<file path="config.mk">
export PLATFORM = sky130hd
export DESIGN_NAME = xmodem_crc_block_sender
export DESIGN_NICKNAME = d
export VERILOG_FILES = /design/src/design/xcbs_pkg.sv /design/src/design/xmodem_crc_block_sender.sv /design/src/design/xcbs_front.sv /design/src/design/xcbs_back.sv
export SDC_FILE = /design/constraint.sdc
export NUM_CORES = 2
export LEC_CHECK = 0
export CAP_MARGIN = 15
export CORE_MARGIN = 5
export CORE_UTILIZATION = 38
export DETAILED_ROUTE_END_ITERATION = 10
export DONT_BUFFER_PORTS = 1
export PLACE_DENSITY = 0.62
export SLEW_MARGIN = 20
export SYNTH_ARGS = -nofsm -noshare
export SYNTH_HDL_FRONTEND = slang
export SYNTH_HIERARCHICAL = 1
export SYNTH_SLANG_ARGS = --single-unit
</file>
<file path="constraint.sdc">
create_clock -name clk -period 7.22 [get_ports clk]
set_input_delay 1.444 -clock clk [delete_from_list [all_inputs] [get_ports clk]]
set_output_delay 1.444 -clock clk [all_outputs]
set_load 0.01 [all_outputs]
</file>
<file path="src/design/xcbs_pkg.sv">
// Shared types, constants and the CRC-16/XMODEM byte step for the XMODEM-CRC block sender.
// No dependencies; imported by every module of the block.
`default_nettype none

package xcbs_pkg;

  // Frame geometry
  localparam int BLOCK_BYTES = 128;
  localparam int HDR_BYTES   = 3;
  localparam int FRAME_LEN   = BLOCK_BYTES + HDR_BYTES + 2;
  localparam int ADDR_W      = $clog2(BLOCK_BYTES);

  // Protocol bytes
  localparam logic [7:0] BYTE_SOH   = 8'h01;
  localparam logic [7:0] BYTE_EOT   = 8'h04;
  localparam logic [7:0] BYTE_ACK   = 8'h06;
  localparam logic [7:0] BYTE_START = 8'h43;
  localparam logic [15:0] CRC_POLY  = 16'h1021;

  // Request codes on the input tuser
  localparam logic [2:0] REQ_PAYLOAD = 3'd0;
  localparam logic [2:0] REQ_RX      = 3'd1;
  localparam logic [2:0] REQ_SLOT    = 3'd2;
  localparam logic [2:0] REQ_TICK    = 3'd3;
  localparam logic [2:0] REQ_RESTART = 3'd4;

  // Configuration register indexes and port widths
  localparam int CFG_INDEX_W = 2;
  localparam int CFG_DATA_W  = 16;
  localparam logic [CFG_INDEX_W-1:0] CFG_MAX_ATTEMPTS = 2'd0;
  localparam logic [CFG_INDEX_W-1:0] CFG_TIMEOUT      = 2'd1;
  localparam logic [7:0]  MAX_ATTEMPTS_RST = 8'd10;
  localparam logic [15:0] TIMEOUT_RST      = 16'd1000;

  // Stream widths
  localparam int S_TDATA_W = 16;
  localparam int S_TUSER_W = 3;
  localparam int M_TDATA_W = 32;

  // Front-to-back queue depth default
  localparam int QUEUE_DEPTH_DEF = 2;

  // Classified item kinds
  typedef enum logic [2:0] {
    KIND_PAYLOAD,
    KIND_RX,
    KIND_SLOT,
    KIND_TICK,
    KIND_RESTART,
    KIND_NONE
  } kind_t;

  // One classified item as it sits in the queue
  typedef struct packed {
    kind_t      kind;
    logic [7:0] data;   // payload byte or received byte
    logic       last;   // final payload byte of the transfer
  } item_t;

  // CRC-16/XMODEM update by one byte, MSB first
  function automatic logic [15:0] crc_step(input logic [15:0] crc, input logic [7:0] b);
    logic [15:0] c;
    c = crc ^ {b, 8'h00};
    for (int i = 0; i < 8; i++) begin
      if (c[15]) begin
        c = {c[14:0], 1'b0} ^ CRC_POLY;
      end else begin
        c = {c[14:0], 1'b0};
      end
    end
    return c;
  endfunction

endpackage

`default_nettype wire

</file>
<file path="src/design/xmodem_crc_block_sender.sv">
// Path: an accepted item passes through the front queue, then the result register, before its result is presented.
// Throughput: one item per cycle while the output is not stalled (m_tready); the back end handles one item per
//   cycle and the front queue (two entries by default) keeps accepting while a finished result waits on the output.
// Reset (rst, synchronous): sequencer in start wait, block number 1, counters cleared,
//   max_attempts 10, response timeout 1000 ticks; the block buffer is not cleared.
`default_nettype none

module xmodem_crc_block_sender
  import xcbs_pkg::*;
#(
  parameter int QUEUE_DEPTH = QUEUE_DEPTH_DEF
) (
  input  logic                   clk,
  input  logic                   rst,
  input  logic                   s_tvalid,
  output logic                   s_tready,
  input  logic [S_TDATA_W-1:0]   s_tdata,   // [7:0] payload_byte, [15:8] rx_byte
  input  logic [S_TUSER_W-1:0]   s_tuser,   // [2:0] req_type
  input  logic                   s_tlast,   // payload_last
  output logic                   m_tvalid,
  input  logic                   m_tready,
  // [7:0] tx_byte, [8] payload_accepted, [11:9] phase, [19:12] attempts_used,
  // [27:20] block_number, [31:28] zero
  output logic [M_TDATA_W-1:0]   m_tdata,
  output logic                   m_tuser,   // tx_valid
  output logic                   m_tlast,   // frame_end
  input  logic                   cfg_valid,
  output logic                   cfg_ready,
  input  logic [CFG_INDEX_W-1:0] cfg_index,
  input  logic [CFG_DATA_W-1:0]  cfg_data
);

  logic        q_valid;
  item_t       q_item;
  logic        q_pop;
  logic [7:0]  max_attempts;
  logic [15:0] timeout_ticks;

  // Configuration registers
  assign cfg_ready = 1'b1;

  always_ff @(posedge clk) begin
    if (rst) begin
      max_attempts  <= MAX_ATTEMPTS_RST;
      timeout_ticks <= TIMEOUT_RST;
    end else if (cfg_valid) begin
      unique case (cfg_index)
        CFG_MAX_ATTEMPTS: max_attempts  <= cfg_data[7:0];
        CFG_TIMEOUT:      timeout_ticks <= cfg_data;
        default: begin
        end
      endcase
    end
  end

  xcbs_front #(
    .QUEUE_DEPTH(QUEUE_DEPTH)
  ) u_front (
    .clk     (clk),
    .rst     (rst),
    .s_tvalid(s_tvalid),
    .s_tready(s_tready),
    .s_tdata (s_tdata),
    .s_tuser (s_tuser),
    .s_tlast (s_tlast),
    .q_valid (q_valid),
    .q_item  (q_item),
    .q_pop   (q_pop)
  );

  xcbs_back u_back (
    .clk          (clk),
    .rst          (rst),
    .q_valid      (q_valid),
    .q_item       (q_item),
    .q_pop        (q_pop),
    .max_attempts (max_attempts),
    .timeout_ticks(timeout_ticks),
    .m_tvalid     (m_tvalid),
    .m_tready     (m_tready),
    .m_tdata      (m_tdata),
    .m_tuser      (m_tuser),
    .m_tlast      (m_tlast)
  );

endmodule

`default_nettype wire

</file>
<file path="src/design/xcbs_front.sv">
// Front end: decodes incoming stream beats into items and queues them for the back end.
// Depends on xcbs_pkg.
`default_nettype none

module xcbs_front
  import xcbs_pkg::*;
#(
  parameter int QUEUE_DEPTH = QUEUE_DEPTH_DEF
) (
  input  logic                 clk,
  input  logic                 rst,
  input  logic                 s_tvalid,
  output logic                 s_tready,
  input  logic [S_TDATA_W-1:0] s_tdata,   // [7:0] payload_byte, [15:8] rx_byte
  input  logic [S_TUSER_W-1:0] s_tuser,   // [2:0] req_type
  input  logic                 s_tlast,   // payload_last
  output logic                 q_valid,
  output item_t                q_item,
  input  logic                 q_pop
);

  localparam int PTR_W = (QUEUE_DEPTH > 1) ? $clog2(QUEUE_DEPTH) : 1;
  localparam int CNT_W = $clog2(QUEUE_DEPTH + 1);
  localparam logic [PTR_W-1:0] PTR_LAST = PTR_W'(QUEUE_DEPTH - 1);
  localparam logic [CNT_W-1:0] CNT_FULL = CNT_W'(QUEUE_DEPTH);

  item_t            slots [QUEUE_DEPTH];
  logic [PTR_W-1:0] wr_ptr;
  logic [PTR_W-1:0] rd_ptr;
  logic [CNT_W-1:0] count;
  item_t            new_item;
  logic             push;

  // Classify the beat
  always_comb begin
    new_item.last = s_tlast;
    new_item.data = s_tdata[15:8];
    unique case (s_tuser)
      REQ_PAYLOAD: begin
        new_item.kind = KIND_PAYLOAD;
        new_item.data = s_tdata[7:0];
      end
      REQ_RX:      new_item.kind = KIND_RX;
      REQ_SLOT:    new_item.kind = KIND_SLOT;
      REQ_TICK:    new_item.kind = KIND_TICK;
      REQ_RESTART: new_item.kind = KIND_RESTART;
      default:     new_item.kind = KIND_NONE;
    endcase
  end

  assign s_tready = (count != CNT_FULL);
  assign push     = s_tvalid && s_tready;
  assign q_valid  = (count != '0);
  assign q_item   = slots[rd_ptr];

  // Queue storage
  always_ff @(posedge clk) begin
    if (push) begin
      slots[wr_ptr] <= new_item;
    end
  end

  // Queue pointers and fill level
  always_ff @(posedge clk) begin
    if (rst) begin
      wr_ptr <= '0;
      rd_ptr <= '0;
      count  <= '0;
    end else begin
      if (push) begin
        wr_ptr <= (wr_ptr == PTR_LAST) ? '0 : wr_ptr + 1'b1;
      end
      if (q_pop) begin
        rd_ptr <= (rd_ptr == PTR_LAST) ? '0 : rd_ptr + 1'b1;
      end
      if (push && !q_pop) begin
        count <= count + 1'b1;
      end else if (q_pop && !push) begin
        count <= count - 1'b1;
      end
    end
  end

  a_count_bound: assert property (@(posedge clk) disable iff (rst) count <= CNT_FULL)
    else $error("queue fill level out of range");
  a_push_grows: assert property (@(posedge clk) disable iff (rst)
    (push && !q_pop) |=> count == $past(count) + 1'b1)
    else $error("queue did not grow on push");
  a_pop_nonempty: assert property (@(posedge clk) disable iff (rst) q_pop |-> q_valid)
    else $error("pop from empty queue");

endmodule

`default_nettype wire

</file>
<file path="src/design/xcbs_back.sv">
// Back end: transfer sequencer, block buffer, CRC and the result register.
// Depends on xcbs_pkg; takes items from xcbs_front.
`default_nettype none

module xcbs_back
  import xcbs_pkg::*;
(
  input  logic                 clk,
  input  logic                 rst,
  input  logic                 q_valid,
  input  item_t                q_item,
  output logic                 q_pop,
  input  logic [7:0]           max_attempts,
  input  logic [15:0]          timeout_ticks,
  output logic                 m_tvalid,
  input  logic                 m_tready,
  output logic [M_TDATA_W-1:0] m_tdata,
  output logic                 m_tuser,
  output logic                 m_tlast
);

  typedef enum logic [2:0] {
    PH_WAIT_START   = 3'd0,
    PH_FILL         = 3'd1,
    PH_SEND         = 3'd2,
    PH_WAIT_ACK     = 3'd3,
    PH_SEND_EOT     = 3'd4,
    PH_WAIT_EOT_ACK = 3'd5,
    PH_DONE         = 3'd6,
    PH_FAILED       = 3'd7
  } phase_t;

  localparam logic [7:0] FILL_FULL  = 8'(BLOCK_BYTES);
  localparam logic [7:0] IDX_CRC_HI = 8'(BLOCK_BYTES + HDR_BYTES);
  localparam logic [7:0] IDX_LAST   = 8'(FRAME_LEN - 1);
  localparam logic [7:0] HDR_LEN    = 8'(HDR_BYTES);

  // Sequencer state
  phase_t      phase, phase_next;
  logic [7:0]  fill_count, fill_count_next;
  logic        final_block, final_block_next;
  logic [7:0]  frame_index, frame_index_next;
  logic [15:0] crc, crc_next;
  logic [7:0]  block_counter, block_counter_next;
  logic [7:0]  attempt_counter, attempt_counter_next;
  logic [15:0] wait_ticks, wait_ticks_next;

  // Result register
  logic        out_tx_valid, out_frame_end, out_accepted;
  logic [7:0]  out_byte;
  logic [23:0] out_meta;
  logic        res_tx_valid, res_frame_end, res_accepted;
  logic [7:0]  res_byte;

  // Block buffer
  logic [7:0]        buffer [BLOCK_BYTES];
  logic              buf_we;
  logic [ADDR_W-1:0] rd_addr;
  logic [7:0]        rd_data;
  logic [7:0]        rd_index;

  logic        waiting;
  logic        do_fail;
  logic [7:0]  att_inc;
  logic [7:0]  data_idx;
  logic [15:0] wt_inc;
  logic [7:0]  fill_inc;

  // Take an item whenever the result register is free or drains this cycle
  assign q_pop = q_valid && (!m_tvalid || m_tready);

  // Item processing
  always_comb begin
    phase_next           = phase;
    fill_count_next      = fill_count;
    final_block_next     = final_block;
    frame_index_next     = frame_index;
    crc_next             = crc;
    block_counter_next   = block_counter;
    attempt_counter_next = attempt_counter;
    wait_ticks_next      = wait_ticks;
    res_tx_valid  = 1'b0;
    res_frame_end = 1'b0;
    res_accepted  = 1'b0;
    res_byte      = 8'h00;
    buf_we        = 1'b0;
    do_fail       = 1'b0;
    waiting  = (phase == PH_WAIT_START) || (phase == PH_WAIT_ACK) ||
               (phase == PH_WAIT_EOT_ACK);
    att_inc  = (attempt_counter == 8'hff) ? 8'hff : attempt_counter + 8'd1;
    data_idx = frame_index - HDR_LEN;
    wt_inc   = wait_ticks + 16'd1;
    fill_inc = fill_count + 8'd1;

    if (q_pop) begin
      unique case (q_item.kind)
        KIND_PAYLOAD: begin
          if (phase == PH_FILL && fill_count < FILL_FULL) begin
            buf_we          = 1'b1;
            res_accepted    = 1'b1;
            fill_count_next = fill_inc;
            if (q_item.last || fill_inc >= FILL_FULL) begin
              final_block_next = q_item.last;
              frame_index_next = 8'd0;
              phase_next       = PH_SEND;
            end
          end
        end
        KIND_RX: begin
          if (waiting) begin
            wait_ticks_next = 16'd0;
            if (phase == PH_WAIT_START) begin
              if (q_item.data == BYTE_START) begin
                phase_next           = PH_FILL;
                attempt_counter_next = 8'd0;
                fill_count_next      = 8'd0;
              end else begin
                do_fail = 1'b1;
              end
            end else if (q_item.data == BYTE_ACK) begin
              attempt_counter_next = 8'd0;
              if (phase == PH_WAIT_EOT_ACK) begin
                phase_next = PH_DONE;
              end else if (final_block) begin
                phase_next = PH_SEND_EOT;
              end else begin
                block_counter_next = block_counter + 8'd1;
                fill_count_next    = 8'd0;
                phase_next         = PH_FILL;
              end
            end else begin
              do_fail = 1'b1;
            end
          end
        end
        KIND_SLOT: begin
          if (phase == PH_SEND) begin
            res_tx_valid = 1'b1;
            // Header, data with zero padding, then CRC; CRC runs over the data bytes as they go out, padding included
            if (frame_index == 8'd0) begin
              res_byte = BYTE_SOH;
              crc_next = 16'h0000;
            end else if (frame_index == 8'd1) begin
              res_byte = block_counter;
            end else if (frame_index == 8'd2) begin
              res_byte = ~block_counter;
            end else if (frame_index < IDX_CRC_HI) begin
              res_byte = (data_idx < fill_count) ? rd_data : 8'h00;
              crc_next = crc_step(crc, res_byte);
            end else if (frame_index == IDX_CRC_HI) begin
              res_byte = crc[15:8];
            end else begin
              res_byte = crc[7:0];
            end
            if (frame_index >= IDX_LAST) begin
              res_frame_end    = 1'b1;
              frame_index_next = 8'd0;
              wait_ticks_next  = 16'd0;
              phase_next       = PH_WAIT_ACK;
            end else begin
              frame_index_next = frame_index + 8'd1;
            end
          end else if (phase == PH_SEND_EOT) begin
            res_tx_valid    = 1'b1;
            res_byte        = BYTE_EOT;
            res_frame_end   = 1'b1;
            wait_ticks_next = 16'd0;
            phase_next      = PH_WAIT_EOT_ACK;
          end
        end
        KIND_TICK: begin
          if (waiting) begin
            wait_ticks_next = wt_inc;
            if (wt_inc >= timeout_ticks) begin
              do_fail = 1'b1;
            end
          end
        end
        KIND_RESTART: begin
          phase_next           = PH_WAIT_START;
          fill_count_next      = 8'd0;
          final_block_next     = 1'b0;
          frame_index_next     = 8'd0;
          crc_next             = 16'h0000;
          block_counter_next   = 8'd1;
          attempt_counter_next = 8'd0;
          wait_ticks_next      = 16'd0;
        end
        default: begin
        end
      endcase
    end

    // One failed attempt: count it, then fail or retry
    if (do_fail) begin
      wait_ticks_next      = 16'd0;
      attempt_counter_next = att_inc;
      if (att_inc >= max_attempts) begin
        phase_next = PH_FAILED;
      end else if (phase == PH_WAIT_ACK) begin
        phase_next       = PH_SEND;
        frame_index_next = 8'd0;
      end else if (phase == PH_WAIT_EOT_ACK) begin
        phase_next = PH_SEND_EOT;
      end
    end

    // Prefetch the data byte for the frame position after this item
    rd_index = frame_index_next - HDR_LEN;
    rd_addr  = rd_index[ADDR_W-1:0];
  end

  // Block buffer, registered read
  always_ff @(posedge clk) begin
    if (buf_we) begin
      buffer[fill_count[ADDR_W-1:0]] <= q_item.data;
    end
    rd_data <= buffer[rd_addr];
  end

  // State and result register
  always_ff @(posedge clk) begin
    if (rst) begin
      phase           <= PH_WAIT_START;
      fill_count      <= 8'd0;
      final_block     <= 1'b0;
      frame_index     <= 8'd0;
      crc             <= 16'h0000;
      block_counter   <= 8'd1;
      attempt_counter <= 8'd0;
      wait_ticks      <= 16'd0;
      m_tvalid        <= 1'b0;
    end else begin
      phase           <= phase_next;
      fill_count      <= fill_count_next;
      final_block     <= final_block_next;
      frame_index     <= frame_index_next;
      crc             <= crc_next;
      block_counter   <= block_counter_next;
      attempt_counter <= attempt_counter_next;
      wait_ticks      <= wait_ticks_next;
      if (q_pop) begin
        m_tvalid <= 1'b1;
      end else if (m_tready) begin
        m_tvalid <= 1'b0;
      end
    end
  end

  // Result payload
  always_ff @(posedge clk) begin
    if (q_pop) begin
      out_tx_valid  <= res_tx_valid;
      out_frame_end <= res_frame_end;
      out_accepted  <= res_accepted;
      out_byte      <= res_byte;
      out_meta      <= {4'b0000, block_counter_next, attempt_counter_next,
                        phase_next, res_accepted};
    end
  end

  assign m_tdata = {out_meta, out_byte};
  assign m_tuser = out_tx_valid;
  assign m_tlast = out_frame_end;

  a_frame_idle: assert property (@(posedge clk) disable iff (rst)
    (phase != PH_SEND) |-> (frame_index == 8'd0))
    else $error("frame position left over outside block send");
  a_fill_room: assert property (@(posedge clk) disable iff (rst)
    (phase == PH_FILL) |-> (fill_count < FILL_FULL))
    else $error("fill phase with a full block");
  a_end_has_byte: assert property (@(posedge clk) disable iff (rst)
    (m_tvalid && out_frame_end) |-> out_tx_valid)
    else $error("frame end without a transmitted byte");
  a_accept_in_fill: assert property (@(posedge clk) disable iff (rst)
    (q_pop && res_accepted) |-> (phase == PH_FILL))
    else $error("payload taken outside fill");

endmodule

`default_nettype wire
</file>
; ---- Word level (Yosys, flattened, before mapping)
; Memories as Yosys holds them, arrays and structs flattened. A register that Yosys moved wholly into a read port is not among the register bits.
; Index checks and enable logic that the tools add are counted.
[classes]
n_eq_ne = 35
n_reduce_logical = 31
magnitude_cmp = 7
n_mux = 158
n_addsub = 11
n_bitwise = 10
[op_table]
columns = cell, count
row1 = $mux 16, 59
row2 = $mux 8, 36
row3 = $mux 13, 8
row4 = $pmux 16 s4, 1
row5 = $mux 3, 17
row6 = $pmux 8 s3, 2
row7 = $add 8x1->8 const B, 4
row8 = $pmux 16 s2, 1
row9 = $pmux 8 s2, 2
row10 = $mux 1, 26
row11 = $not 3->3, 8
row12 = $eq 3x2->1 const B, 6
row13 = $add 16x1->16 const B, 1
row14 = $eq 8x8->1 const B, 2
row15 = $ge 16x16->1, 1
row16 = $ge 8x8->1 const B, 2
row17 = $lt 8x8->1 const B, 2
row18 = $xor 16x16->16, 1
row19 = $pmux 3 s5, 1
row20 = $eq 3x3->1 const B, 4
row21 = $pmux 3 s4, 1
row22 = $reduce_and 6->1, 2
row23 = $ne 2x1->1 const B, 5
row24 = $reduce_bool 2->1, 5
row25 = other kinds (32), 55
[word_totals]
n_memories = 2
regBits = 127
input_bits = 43
word_cells = 272
mem_bits_rw = 1048
output_inout_bits = 37
[memory_table]
columns = name, words, word_bits, rd, rd_ports_with_merged_regs, wr, line_no
row1 = u_back.buffer, 128, 8, 1, 1, 1, xcbs_back.sv:56  ; logic [7:0] buffer [BLOCK_BYTES];
row2 = u_front.slots, 2, 12, 1, 1, 1, xcbs_front.sv:27  ; item_t slots [QUEUE_DEPTH];

; ---- Logic depth before layout (Yosys ltp)
[depth]
word_depth = 75
depth_mapped = 28

; ---- Modules after synthesis
; Netlist, hierarchy kept.
[by_module_without_submodules]
columns = module, instances, area_each_um2, cells_each, seq_area_each_um2
row1 = xcbs_back, 1, 46896.2, 2842, 33191.8
row2 = xcbs_front, 1, 1216.2, 73, 820.8
row3 = xmodem_crc_block_sender, 1, 1056.0, 105, 480.5

; ---- Worst setup path before layout
; OpenSTA, ideal clock, no wires.
[synth_path]
path_type = register -> register
from = reg u_back.wait_ticks[0]
to = reg u_back.rd_data[0], read port of u_back.buffer
period_less_slack_ps = 5817
path_slack_ps = 1403
setup_time_ps = 130
required_time_ps = 7090
path_stages_with_launch = 28
arrival_time_ps = 5687
path_cell_list = dfxtp_1 nand3_1 nor2_1 and3_1 and3_1 and3_1 and3_1 nand3_1 xnor2_1 ha_1 nand2_1 a21o_1 a31oi_1 o211ai_2 o21ai_4 inv_1 buf_2 clkbuf_1 ha_1 clkbuf_1 clkbuf_1 clkbuf_1 clkbuf_1 mux4_2 nand2_1 a21oi_1 a2111oi_0 a21oi_1
[synth_between]
elab_chain_len = 8
[synth_rtl]
columns = item, line_no
row1 = from (decl), xcbs_back.sv:46  ; logic [15:0] wait_ticks, wait_ticks_next;
row2 = from (signal assigned), xcbs_back.sv:241  ; wait_ticks <= wait_ticks_next;
row3 = $add 16x1->16, xcbs_back.sv:92  ; wt_inc = wait_ticks + 16'd1;
row4 = $ge 16x16->1, xcbs_back.sv:174  ; if (wt_inc >= timeout_ticks) begin
row5 = $mux 1, xcbs_back.sv:174
row6 = $mux 1, xcbs_back.sv:172  ; if (waiting) begin
row7 = $pmux 1 s2, xcbs_back.sv:96  ; unique case (q_item.kind)
row8 = $mux 1, xcbs_back.sv:95  ; if (q_pop) begin
row9 = $mux 8, xcbs_back.sv:195  ; if (do_fail) begin
row10 = via u_back.frame_index_next[0], xcbs_back.sv:42  ; logic [7:0] frame_index, frame_index_next;
row11 = $sub 7x2->7, xcbs_back.sv:209  ; rd_index = frame_index_next - HDR_LEN;
row12 = to (decl), xcbs_back.sv:59  ; logic [7:0] rd_data;
; The timed path passes the listed nets, and every way through them passes these cells.
; A chain may end at the register's enable or synchronous reset.

; ---- Worst setup path in the final report
[layout_path]
from = reg u_back.wait_ticks[0]
to = reg u_back.rd_data[7], read port of u_back.buffer
; Same word-level chain as after synthesis.

==> impl_metrics.py <==
metrics = {
    "worst_setup_path": {
        "worst-path-buf-inv": 3,
        "crit_arrival_ns": 7.17,
        "cp_slowest_cell": "a2111oi_0",
        "start_kind": "register",
        "crit_chain": "nand3_1 -> nor2_1 -> and3_1 -> and3_1 -> and3_1 -> and3_1 -> nand3_1 -> xnor2_1 -> ha_1 -> nand2_1 -> o2111a_1 -> o31ai_1 -> o211ai_2 -> buf_4 -> nor2_1 -> nor2_1 -> ha_4 -> buf_12 -> buf_4 -> mux4_2 -> nand3_1 -> o211ai_1 -> a2111oi_0 -> a21oi_1",
        "critPathMaxStageDelay_ns": 0.90,
        "worstSetupPathType": "register to register",
        "end_kind": "register",
        "required_ns": 7.80,
        "path_common_cell": "and3_1",
        "rrSetupSlack_ns": 0.63,
        "cp_top_family": "simple AND/OR/NAND/NOR gates",
        "r2r-end": "u_back/rd_data[7]",
        "r2r_cells": 24,
        "timing.rr.start": "u_back/wait_ticks[0]",
        "crit_fanout": 35,
    },
    "cts": {
        "cts_inserted_buffers": 115,
        "clk_pin_slew_ns": 0.06,
        "clockRootBuffer": "clkbuf_16",
        "clk_path_buf_depth": 3,
        "hold_buffers": 0,
        "cts_tree": "yes",
        "cts.sink_count": 1184,
        "cts_resized": 0,
        "post_cts_buffers": 0,
        "clk_latency_ns": 0.72,
        "htreeDepth": 3,
    },
    "synthesis": {
        "ys_ff_latch": 1184,
        "synth.distinct_cells": 90,
        "synth_top_area_cell": "edfxtp_1",
        "synth_area_per_cell_um2": 16.3,
        "synth_top_area_frac": 0.658,
        "async_flop_share": 0,
        "synth_flop_cell": "edfxtp_1",
        "synth-edff-count": 1078,
        "syn_inst": 3020,
        "ys_warn_count": 6,
        "seq_area_frac_synth": 0.702,
        "yosys.cell_count.top_type": "edfxtp_1",
        "synth_top_cells_by_area": "edfxtp_1 66%, mux4_2 10%, dfxtp_1 4.3%, mux2i_1 1.9%, nor2_1 1.8%",
        "synth_common_cells": "1078 x edfxtp_1, 236 x nor2_1, 220 x mux4_2, 207 x nand2_1, 106 x dfxtp_1",
        "synth_area_mm2": 0.0492,
    },
    "global_routing": {
        "grt_max_degree": 105,
        "first_global_vias": 26300,
        "grt_pass1_wl_um": 173000,
        "grt_use_total": 0.167,
        "grt_antenna_before_repair": 1,
        "overflow": 0,
    },
    "routing": {
        "dr.pass1.iters": 6,
        "wl_per_cell_um": 23.8,
        "drt_iter0_drc": 2260,
        "wirelength_um": 116000,
        "ant_nets": 0,
        "via_count": 26800,
        "drc": 0,
        "vias_per_cell": 5.51,
    },
    "floorplan": {
        "fp.coreArea_mm2": 0.129,
        "chipWidth_um": 370,
        "dieArea_mm2": 0.137,
        "initial_core_util": 0.381,
        "row_count": 132,
        "die_h_um": 370,
        "io_pins": 80,
    },
    "worst_hold_path": {
        "min_to": "timeout_ticks[11]",
        "hold_path_startpoint": "timeout_ticks[11]",
        "min_path_cells": 2,
        "hp-class": "register to register",
    },
    "sta": {
        "finalHoldViolations": 0,
        "setup_viol": 0,
        "fin_setup_tns_ns": 0,
        "max_freq_mhz": 152,
        "slew_headroom": 0.257,
        "rsz0062_at_grt": "false",
        "whs_ns": 0.470,
        "drv_slew": 0,
        "tightest_slew_ns": 1.11,
        "finalCriticalPeriod_ns": 6.59,
        "worst_clock_skew_ns": 0.0332,
        "min_period_over_period": 0.913,
    },
    "job": {
        "maxCapViolCount": 0,
    },
    "run_status": {
        "status": "completed",
    },
    "layout": {
        "drive_above_1_share": 0.164,
        "finalNetCount": 3104,
        "antennaDiodeCount": 0,
        "area_delta_synth_final_pct": 11.7,
        "fin_area_mm2": 0.0549,
    },
    "pwr": {
        "p_per_area_mw_per_mm2": 282,
        "ir_drop_mv": 0.217,
        "leakage_nw": 17.3,
    },
    "place": {
        "placed_area_mm2": 0.0511,
        "hpwlAfterDp_um": 70900,
        "portBuffers": 0,
        "place_congestion": 0.840,
    },
}
==> cells in the final DEF, fill, tap and decap left out, types with 45 or more instances in the layout <==
| cell | count |
|---|---|
| nor3_1 | 95 |
| nor2_1 | 236 |
| o21ai_0 | 63 |
| dfxtp_1 | 106 |
| a21oi_1 | 63 |
| nand3_1 | 88 |
| a22oi_1 | 47 |
| mux4_2 | 220 |
| edfxtp_1 | 1078 |
| clkbuf_16 | 115 |
| mux2i_1 | 91 |
| inv_1 | 45 |
| nand2_1 | 203 |
==> state kept, by name (all words and copies together) (netlist names), 2 cells and up, named ones only <==
| signal | flops |
|---|---|
| u_back/rd_data | 8 |
| u_back/wait_ticks | 16 |
| u_back/fill_count | 8 |
| u_back/out_byte | 8 |
| u_front/slots | 24 |
| u_front/count | 2 |
| u_back/out_meta | 20 |
| u_back/frame_index | 8 |
| u_back/crc | 16 |
| max_attempts | 8 |
| u_back/attempt_counter | 8 |
| u_back/phase | 3 |
| u_back/buffer | 1024 |
| u_back/block_counter | 8 |
| timeout_ticks | 16 |
==> cell families (layout without fill, tap and decap cells) <==
kind of cell / after synthesis / count (layout) / share of synthesized area
buf+inv: 218 / 316 / 0.0204
compound gates: 344 / 344 / 0.0488
other cells: 2 / 5 / 0.000153
xor+xnor: 64 / 64 / 0.0116
simple gates: 820 / 820 / 0.0796
flops: 1184 / 1184 / 0.702
mux: 347 / 347 / 0.128
fa+ha+maj: 41 / 41 / 0.0104
==> how the worst max path moves through the flow <==
stage                         startpoint                 to  slack (ns)  cells after the start
CTS                 u_back/wait_ticks[0]  u_back/rd_data[7]        0.65                     24
global route        u_back/wait_ticks[0]  u_back/rd_data[0]        0.24                     23
global placement    u_back/wait_ticks[0]  u_back/rd_data[7]        0.76                     21
finish              u_back/wait_ticks[0]  u_back/rd_data[7]        0.63                     24
detailed placement  u_back/wait_ticks[0]  u_back/rd_data[7]        0.71                     21
floorplan           u_back/wait_ticks[0]  u_back/rd_data[0]        1.40                     27
==> per-layer routing <==
metal	part of all wire	track usage	vias to the layer above
li1	-	-	11800
met1	0.42	0.232	13800
met2	0.47	0.265	963
met3	0.075	0.0346	184
met4	0.030	0.0546	2
met5	0.00012	0	-
==> worst reg2reg max path, stage by stage, from the launching register on <==
cell and delay, ns:
dfxtp_1 0.41, nand3_1 0.14, nor2_1 0.18, and3_1 0.25
and3_1 0.26, and3_1 0.25, and3_1 0.27, nand3_1 0.12
xnor2_1 0.20, ha_1 0.27, nand2_1 0.09, o2111a_1 0.21
o31ai_1 0.10, o211ai_2 0.31, buf_4 0.29, nor2_1 0.11
nor2_1 0.20, ha_4 0.57, buf_12 0.28, buf_4 0.30
mux4_2 0.34, nand3_1 0.10, o211ai_1 0.16, a2111oi_0 0.90
a21oi_1 0.15
==> cell type report <==
| class | instances | area [um^2] |
|---|---|---|
| inverter | 47 | 176 |
| clock inverter | 70 | 790 |
| sequential | 1184 | 34500 |
| timing repair buffer | 51 | 499 |
| fill | 11300 | 74100 |
| tap | 1742 | 2180 |
| multi-input combinational | 1621 | 13800 |
| clock buffer | 148 | 3030 |
==> through the flow <==
stage          power (mW)  setup slack (ns)   util  instances
4_1_cts              15.6             0.646  0.426       4863
3_5_place_dp         9.61             0.714  0.396       4645
6_report             15.5             0.625  0.426       4863
2_1_floorplan        9.05              1.40      -       3023
3_3_place_gp         9.57             0.757  0.396       4645
5_1_grt              16.0             0.240  0.426       4863
==> power by group <==
part	switching, mW	internal [mW]
sequential	0.0805	8.20
clock	2.58	3.45
combinational	0.990	0.176
Note: power is estimated with default switching activity, not from simulation.
